===== src/hw/rtl/csd_pkg.sv =====
// Shared types and constants for the character stack with positional delete.
// Used by the stack cell, the top level and the port checker.
package csd_pkg;

  parameter int unsigned DefaultDepth = 64;

  typedef enum logic [1:0] {
    ACT_PUSH   = 2'd0,
    ACT_POP    = 2'd1,
    ACT_DELETE = 2'd2,
    ACT_SEARCH = 2'd3
  } action_e;

  typedef enum logic [1:0] {
    ST_OK       = 2'd0,
    ST_EMPTY    = 2'd1,
    ST_NO_ENTRY = 2'd2,
    ST_FULL     = 2'd3
  } status_e;

  typedef enum logic [1:0] {
    CMD_HOLD   = 2'd0,
    CMD_PUSH   = 2'd1,
    CMD_REMOVE = 2'd2
  } cell_cmd_e;

  // Broadcast from the control to every cell in the chain.
  typedef struct packed {
    cell_cmd_e  cmd;
    logic       sample;
    logic [7:0] value;
  } cell_ctrl_t;

endpackage


===== src/hw/rtl/char_stack_with_positional_delete.sv =====
// Character stack with positional delete: a chain of DEPTH cells, top at cell 0.
// An input transfer's result moves through the request stage, then the output register;
// one request per cycle sustained while results drain, set by the cell chain, which
// shifts or compares all entries in the accepting cycle.
// Reset: entry count cleared, pipeline emptied; cell contents stay undefined until written.
module char_stack_with_positional_delete #(
  parameter int unsigned DEPTH = csd_pkg::DefaultDepth
) (
  input  logic       clk_i,
  input  logic       rst_ni,
  input  logic       in_valid_i,
  output logic       in_ready_o,
  input  logic [1:0] action_i,
  input  logic [7:0] char_value_i,
  input  logic [6:0] position_i,
  output logic       out_valid_o,
  input  logic       out_ready_i,
  output logic [1:0] status_o,
  output logic       found_o,
  output logic [6:0] entry_count_o
);

  localparam int unsigned IW = $clog2(DEPTH);
  localparam int unsigned CW = $clog2(DEPTH + 1);
  localparam int unsigned PW = (CW > 7) ? CW : 7;

  logic [CW-1:0] count_q, count_d;
  logic          accept;

  csd_pkg::cell_ctrl_t ctrl;
  csd_pkg::status_e    status_d;
  logic [IW-1:0]       rm_idx;
  logic [PW-1:0]       pos_eff, cnt_ext;

  logic [7:0]       entry_w [DEPTH];
  logic [7:0]       above_w [DEPTH];
  logic [7:0]       below_w [DEPTH];
  logic [DEPTH-1:0] match_w;

  // request stage
  logic             pend_q;
  csd_pkg::status_e pend_status_q;
  logic [CW-1:0]    pend_count_q;
  logic             pend_search_q;
  logic             move;

  // output register
  logic             out_valid_q;
  csd_pkg::status_e out_status_q;
  logic             out_found_q;
  logic [CW-1:0]    out_count_q;

  assign move       = pend_q && (!out_valid_q || out_ready_i);
  assign in_ready_o = !pend_q || move;
  assign accept     = in_valid_i && in_ready_o;

  assign cnt_ext = PW'(count_q);
  assign pos_eff = (position_i == 7'd0) ? PW'(1) : PW'(position_i);

  always_comb begin
    ctrl.cmd    = csd_pkg::CMD_HOLD;
    ctrl.sample = accept;
    ctrl.value  = char_value_i;
    rm_idx      = '0;
    status_d    = csd_pkg::ST_OK;
    count_d     = count_q;
    unique case (csd_pkg::action_e'(action_i))
      csd_pkg::ACT_PUSH: begin
        if (count_q == CW'(DEPTH)) begin
          status_d = csd_pkg::ST_FULL;
        end else begin
          ctrl.cmd = csd_pkg::CMD_PUSH;
          count_d  = count_q + CW'(1);
        end
      end
      csd_pkg::ACT_POP: begin
        if (count_q == '0) begin
          status_d = csd_pkg::ST_EMPTY;
        end else begin
          ctrl.cmd = csd_pkg::CMD_REMOVE;
          count_d  = count_q - CW'(1);
        end
      end
      csd_pkg::ACT_DELETE: begin
        if (count_q == '0) begin
          status_d = csd_pkg::ST_EMPTY;
        end else if (pos_eff > cnt_ext) begin
          status_d = csd_pkg::ST_NO_ENTRY;
        end else begin
          ctrl.cmd = csd_pkg::CMD_REMOVE;
          rm_idx   = IW'(pos_eff - PW'(1));
          count_d  = count_q - CW'(1);
        end
      end
      csd_pkg::ACT_SEARCH: begin
        status_d = csd_pkg::ST_OK;
      end
      default: status_d = csd_pkg::ST_OK;
    endcase
    // drop any shift when no transfer happens
    if (!accept) ctrl.cmd = csd_pkg::CMD_HOLD;
  end

  for (genvar k = 0; k < DEPTH; k++) begin : g_cell
    if (k == 0) begin : g_top
      assign above_w[k] = char_value_i;
    end else begin : g_mid
      assign above_w[k] = entry_w[k-1];
    end
    if (k == DEPTH - 1) begin : g_bot
      assign below_w[k] = 8'd0;
    end else begin : g_up
      assign below_w[k] = entry_w[k+1];
    end

    csd_cell #(
      .DEPTH (DEPTH),
      .INDEX (k)
    ) u_cell (
      .clk_i    (clk_i),
      .ctrl_i   (ctrl),
      .rm_idx_i (rm_idx),
      .count_i  (count_q),
      .above_i  (above_w[k]),
      .below_i  (below_w[k]),
      .entry_o  (entry_w[k]),
      .match_o  (match_w[k])
    );
  end

  always_ff @(posedge clk_i or negedge rst_ni) begin
    if (!rst_ni) begin
      count_q     <= '0;
      pend_q      <= 1'b0;
      out_valid_q <= 1'b0;
    end else begin
      if (accept) count_q <= count_d;
      if (accept)    pend_q <= 1'b1;
      else if (move) pend_q <= 1'b0;
      if (move)             out_valid_q <= 1'b1;
      else if (out_ready_i) out_valid_q <= 1'b0;
    end
  end

  always_ff @(posedge clk_i) begin
    if (accept) begin
      pend_status_q <= status_d;
      pend_count_q  <= count_d;
      pend_search_q <= (action_i == csd_pkg::ACT_SEARCH);
    end
    if (move) begin
      out_status_q <= pend_status_q;
      out_found_q  <= pend_search_q && (|match_w);
      out_count_q  <= pend_count_q;
    end
  end

  assign out_valid_o   = out_valid_q;
  assign status_o      = out_status_q;
  assign found_o       = out_found_q;
  assign entry_count_o = 7'(out_count_q);

endmodule


===== src/hw/rtl/csd_cell.sv =====
// One stack cell: holds the entry at position INDEX+1 from the top.
// Depends on csd_pkg for the broadcast control struct.
module csd_cell #(
  parameter int unsigned DEPTH = csd_pkg::DefaultDepth,
  parameter int unsigned INDEX = 0
) (
  input  logic                         clk_i,
  input  csd_pkg::cell_ctrl_t          ctrl_i,
  input  logic [$clog2(DEPTH)-1:0]     rm_idx_i,
  input  logic [$clog2(DEPTH+1)-1:0]   count_i,
  input  logic [7:0]                   above_i,
  input  logic [7:0]                   below_i,
  output logic [7:0]                   entry_o,
  output logic                         match_o
);

  localparam int unsigned IW = $clog2(DEPTH);
  localparam int unsigned CW = $clog2(DEPTH + 1);

  logic [7:0] entry_q, entry_d;
  logic       match_q, match_d;

  always_comb begin
    entry_d = entry_q;
    unique case (ctrl_i.cmd)
      csd_pkg::CMD_HOLD:   entry_d = entry_q;
      csd_pkg::CMD_PUSH:   entry_d = above_i;
      // close the gap: cells at or below the removed slot take their lower neighbor
      csd_pkg::CMD_REMOVE: if (rm_idx_i <= IW'(INDEX)) entry_d = below_i;
      default:             entry_d = entry_q;
    endcase
  end

  // only held entries take part in a search
  assign match_d = (entry_q == ctrl_i.value) && (CW'(INDEX) < count_i);

  always_ff @(posedge clk_i) begin
    entry_q <= entry_d;
    if (ctrl_i.sample) match_q <= match_d;
  end

  assign entry_o = entry_q;
  assign match_o = match_q;

endmodule


===== config.mk =====
export PLATFORM = sky130hd
export DESIGN_NAME = char_stack_with_positional_delete
export DESIGN_NICKNAME = d
export VERILOG_FILES = /design/src/hw/rtl/csd_pkg.sv /design/src/hw/rtl/char_stack_with_positional_delete.sv /design/src/hw/rtl/csd_cell.sv
export SDC_FILE = /design/constraint.sdc
export NUM_CORES = 2
export LEC_CHECK = 0
export BUFFER_PORTS_ARGS = -buffer_cell sky130_fd_sc_hd__buf_2
export CELL_PAD_IN_SITES_DETAIL_PLACEMENT = 1
export CELL_PAD_IN_SITES_GLOBAL_PLACEMENT = 2
export CORE_MARGIN = 2
export CORE_UTILIZATION = 47
export DETAILED_ROUTE_END_ITERATION = 10
export PLACE_DENSITY = 0.87
export SLEW_MARGIN = 20
export SYNTH_ARGS = -nofsm -noshare
export SYNTH_HDL_FRONTEND = slang
export SYNTH_SLANG_ARGS = --single-unit

===== constraint.sdc =====
create_clock -name clk_i -period 5.2 [get_ports clk_i]
set_input_delay 1.04 -clock clk_i [delete_from_list [all_inputs] [get_ports clk_i]]
set_output_delay 1.04 -clock clk_i [all_outputs]
set_load 0.02 [all_outputs]

---- Yosys cells after proc, flatten, opt, wreduce, memory -nomap -nowiden ----
Cells that the tools add are included.
word-level totals
  register bits ........................... 605
  bits in latches ......................... 0
  memory bits (writable) .................. 0
  ROM bits ................................ 0
  bits of input ports ..................... 21
  output and inout port bits .............. 12
  memories ................................ 0
operators by class
  add/subtract/negate cells ............... 3
  multipliers ............................. 0
  divide/modulo/power cells ............... 0
  magnitude comparators ................... 129
  equality and inequality tests ........... 134
  shift-type cells ........................ 0
  muxes and demuxes ....................... 152
  bitwise gates (word level) .............. 0
  reductions and logical operators ........ 142
operator list
  operator                                                                      count
  8-bit one-hot mux with 2 select lines                                         64
  8-bit equality test                                                           64
  8-bit two-way mux                                                             64
  6-bit by 7-bit less-than comparator with 1-bit output (first input constant)  32
  6-bit <= comparator (second input constant)                                   32
  2-bit by 1-bit != test with 1-bit output (second input constant)              64
  2-bit AND reduction                                                           64
  5-bit by 7-bit less-than comparator with 1-bit output (first input constant)  16
  6-bit by 5-bit <= comparator with 1-bit output (second input constant)        16
  1-bit logical AND                                                             67
  64-bit OR reduction                                                           1
  4-bit by 7-bit less-than comparator with 1-bit output (first input constant)  8
  6-bit by 4-bit <= comparator with 1-bit output (second input constant)        8
  7-bit two-way mux                                                             5
  3-bit by 7-bit less-than comparator with 1-bit output (first input constant)  4
  6-bit by 3-bit <= comparator with 1-bit output (second input constant)        4
  7-bit one-hot mux with 3 select lines                                         1
  6-bit two-way mux                                                             3
  7-bit logical NOT                                                             2
  1-bit by 7-bit less-than comparator with 1-bit output (first input constant)  2
  2-bit by 7-bit less-than comparator with 1-bit output (first input constant)  2
  2-bit two-way mux                                                             7
  6-bit by 1-bit <= comparator with 1-bit output (second input constant)        2
  6-bit by 2-bit <= comparator with 1-bit output (second input constant)        2
  14 further kinds                                                              26

---- Logic depth before layout (Yosys ltp) ----
  word-level depth ........................ 10
  depth in mapped cells ................... 20
  depth with buffers taken out ............ 15

---- Worst setup path before layout ----
No wires, ideal clock.
  path kind ............................... input to register
  from .................................... input out_ready_i
  to ...................................... register g_cell[36].u_cell.entry_q[0], enable pin
  library setup time ...................... 0.398 ns
  data arrival time ....................... 5.199 ns
  required time ........................... 4.802 ns
  setup slack ............................. -0.396 ns
  stages .................................. 10
  path buffers ............................ 2
  cells stage by stage .................... nand3b_1 nand2_1 inv_1 nand2_1 inv_1 ha_1 clkbuf_1 clkbuf_1 nand4_1 o41ai_1
between the ends
  longest elaborated chain between the ends .. 8
ends and longest elaborated chain
  element                                                                                          line                                      text
  start, declared                                                                                  char_stack_with_positional_delete.sv:17   input logic out_ready_i,
  1-bit logical OR (*)                                                                             char_stack_with_positional_delete.sv:53   assign move = pend_q && (!out_valid_q || out_ready_i);
  1-bit logical AND (*)                                                                            char_stack_with_positional_delete.sv:53
  1-bit logical OR (*)                                                                             char_stack_with_positional_delete.sv:54   assign in_ready_o = !pend_q || move;
  1-bit logical AND (*)                                                                            char_stack_with_positional_delete.sv:55   assign accept = in_valid_i && in_ready_o;
  via accept                                                                                       char_stack_with_positional_delete.sv:28   logic accept;
  2-bit two-way mux (*)                                                                            char_stack_with_positional_delete.sv:101  if (!accept) ctrl.cmd = csd_pkg::CMD_HOLD;
  2-bit equality test / 2-bit by 1-bit equality test with 1-bit output (equally long branches)     csd_cell.sv:25                            unique case (ctrl_i.cmd)
  2-bit by 1-bit != test with 1-bit output (no line) / 2-bit nonzero test (equally long branches)  -
  2-bit AND reduction (no line) (*)                                                                -
  end signal, assigned                                                                             csd_cell.sv:38                            entry_q <= entry_d;
  end, declared                                                                                    csd_cell.sv:20                            logic [7:0] entry_q, entry_d;
The timed path passes the listed nets; every way through them passes the cells marked *.
A chain may end at the register's enable or synchronous reset.

---- Final worst setup path ----
  from .................................... input position_i[3]
  to ...................................... register g_cell[62].u_cell.entry_q[6], enable pin
between the ends
  longest elaborated chain between the ends .. 10
ends and longest elaborated chain
  element                                                                              line                                     text
  start, declared                                                                      char_stack_with_positional_delete.sv:15  input logic [6:0] position_i,
  7-bit logical NOT                                                                    char_stack_with_positional_delete.sv:58  assign pos_eff = (position_i == 7'd0) ? PW'(1) : PW'(position_i);
  7-bit two-way mux (*)                                                                char_stack_with_positional_delete.sv:58
  branches (longest 7 deep; another with 6-bit by 1-bit subtractor with 6-bit output)  -
  2-bit AND reduction (no line) (*)                                                    -
  end signal, assigned                                                                 csd_cell.sv:38
  end, declared                                                                        csd_cell.sv:20
Mark *: on every way between the ends.

==> run metrics <==
DPL Wire Length approximately 69 mm; peak supply drop around 0.25 mV; P&R area growth vs syn 12.15%; Slew Limit Fails 0; CP Max Fanout 11; initial antenna violation count 5; hold buffers post-CTS 0; Fin. Hold Viols 0; clock period minus worst slack between 4 and 5 ns; CTS Root Cell clkbuf_16; clk_skew 0.02310 ns; Primary FF master, synth edfxtp_1; most frequent cells in the layout 596 x edfxtp_1, 504 x mux2_2, 352 x xnor2_1, 170 x xor2_1, 116 x buf_4; Layout Utilization between 50% and 60%; Cell variety after synth between 60 and 70; cell area power density 423.0 mW/mm^2; CTS tree built; post-synthesis register bit count around 610; Max clock buf depth 3; top post-synthesis cells by area edfxtp_1 55%, mux2_2 17%, xnor2_1 9.5%; commonest non-fill, non-tap cell in the layout edfxtp_1; clock share of power a little under a third; Detailed Routing Iterations Pass 1 5; layout cells sized above 1 a little under a third; leading area contributor after synthesis edfxtp_1; Slew headroom ~16%; Worst Tran Pin Value around 1.3 ns; FMAX about 220 MHz; full die area 0.07131 mm^2; Yosys top cell area share 55.04%; crit share post-route between 80 and 90%; DRC viols 0; final WL 97.06 mm; GRT Util Overall between 20% and 30%; PortBufs 32; worst hold-check path type in2async; global-route wire length before repair ~140 mm; Seq/Total Area, Yosys a little under three fifths; I/O pins 33; post-detailed-route count of antenna-violating nets 0; CTS sink count 605; Net Sw Frac a little under a third; Internal Power around 0.011 W; Ys Warns 0; Vias/cell roughly 6; core footprint between 0.06 and 0.07 mm^2; P_sw approximately 0.0048 W; initial core utilization 47.41%; final setup vio count 0; crit start category input pin; Syn Inst Count between 2000 and 2500; Rows 96; combinational power share 23.3%; unrepaired setup endpoints after global routing false; Worst EP required between 5 and 6 ns; syn_area_per_cell 13.64 um^2; status complete, no violations; H-tree Lvls 3; P_leak 11.78 nW; Die W between 200 and 300 um; Worst EP arrival ~4.9 ns; Max Cap Viol 0; GP Congestion slightly above 0.9; detailed router's first-iteration violation count ~2000; Syn Nets between 2000 and 2500; number of CTS-inserted buffers 68; CP Class in2reg; crit end category flip-flop; Worst-Skew Late Latency ~0.63 ns; WL/cell between 20 and 30 um; GR Overflow Total 0; register share of total power a little under half; Async S/R FF share, synth between 1 and 1.5%; Setup Fix Bufs, Post-CTS 0; post-CTS sizing 0; Via Count between 20000 and 25000; final total negative setup slack 0 ns; clock-pin transition on the worst setup and hold timing paths about 0.060 ns; synthesized area approximately 0.033 mm^2; vias in the first global route roughly 22000; number of synthesized flops with an enable pin 596; die span in y around 270 um; Final #Nets between 2000 and 2500; pin count of the biggest net entering global routing a little over 200
## registers in the layout, indices dropped and copies added, names as in the netlist
register	flops
pend_q	1
entry_count_o	7
cnt_ext	7
out_valid_o	1
g_cell.u_cell.match_o	64
status_o	2
pend_count_q	7
found_o	1
pend_status_q	2
pend_search_q	1
g_cell.u_cell.entry_o	512
## kinds of logic (layout without fill, tap and decap cells)
| family | count (synthesis) | in the layout | share of synthesized area (%) |
|---|---|---|---|
| flops | 605 | 605 | 55.73 |
| xor+xnor | 522 | 522 | 14.06 |
| mux | 504 | 504 | 17.45 |
| simple gates | 378 | 378 | 6.291 |
| compound gates | 191 | 191 | 3.855 |
| buf+inv | 172 | 288 | 2.151 |
| fa+ha+maj | 12 | 12 | 0.4617 |
| other cells | 0 | 4 | 0 |
## worst paths after layout
| check | start | slack [ns] | cells past startpoint | to |
|---|---|---|---|---|
| min reg2reg | pend_count_q[4] | 0.42 | 0 | entry_count_o[4] |
| max reg2reg | cnt_ext[5] | 0.92 | 14 | g_cell[62].u_cell.entry_o[6] |
| max in group asynchronous | rst_ni | 4.68 | 1 | cnt_ext[0] |
| min | rst_ni | 0.29 | 1 | cnt_ext[1] |
| max | position_i[3] | 0.64 | 17 | g_cell[62].u_cell.entry_o[6] |
| min in group clk_i | pend_count_q[4] | 0.42 | 0 | entry_count_o[4] |
## cells in the mapped netlist, types with 8 or more instances
master	count
mux2_2	504
xor2_1	170
nor2b_1	8
nand4_1	93
dfrtp_1	9
xnor2_1	352
edfxtp_1	596
a211oi_1	12
nor3_1	40
nand2_1	54
nor4_1	67
buf_1	26
a31oi_1	17
inv_1	18
nor2_1	59
a21oi_1	60
o2111ai_1	15
o21ai_0	30
ha_1	12
buf_2	19
nand3_1	22
clkbuf_1	101
## critical path, cell delays in order
cell	delay [ns]
buf_2	0.15
or4_1	0.68
o21ai_4	0.21
inv_2	0.05
ha_1	0.27
nand3_1	0.10
nor4_1	0.23
o21ai_0	0.15
o21ai_2	0.10
nand2_1	0.10
inv_1	0.10
ha_4	0.23
buf_4	0.18
nand2_1	0.10
nor2_1	0.74
a31oi_1	0.24
buf_4	0.26
## routing by layer
metal  GRT usage (%)  up-vias  part of all wire, %
met5               0        -                0.012
met4           10.29        2                  3.7
met3           5.222      210                  6.4
met2           44.12      734                   47
met1           36.22    10840                   43
li1                -     9083                    -
## stage by stage
step / hold WS (ns) / cells / instance area (um^2) / power (W) / setup slack [ns]
floorplan: 0.4003 / 2384 / 32530 / 0.009089 / 0.005674
global placement: 0.4035 / 3312 / 34240 / 0.01036 / 0.2793
CTS: 0.2595 / 3430 / 36430 / 0.01543 / 0.7965
finish: 0.2883 / 3435 / 36470 / 0.01543 / 0.6441
detailed placement: 0.4063 / 3312 / 34240 / 0.01055 / 0.1350
global route: 0.2766 / 3433 / 36470 / 0.01591 / 0.4957
## layout make-up
class	count	area (um^2)
Sequential cell	605	18120
Clock inverter	35	367.9
Clock buffer	83	1822
Antenna cell	4	10.01
Timing Repair Buffer	148	1159
Tap cell	931	1165
Fill cell	6654	32110
Inverter	22	86.33
Multi-Input combinational cell	1607	13740
## power groups by stage
stage	registers [W]	logic, W	clock network, W
after floorplan	0.00678	0.00231	0
after global placement	0.00701	0.00335	0
after detailed placement	0.00706	0.00349	0
after CTS	0.00697	0.00353	0.00493
after global routing	0.00704	0.00379	0.00508
final	0.00697	0.00359	0.00487
Note: power is estimated with default switching activity, not from simulation.
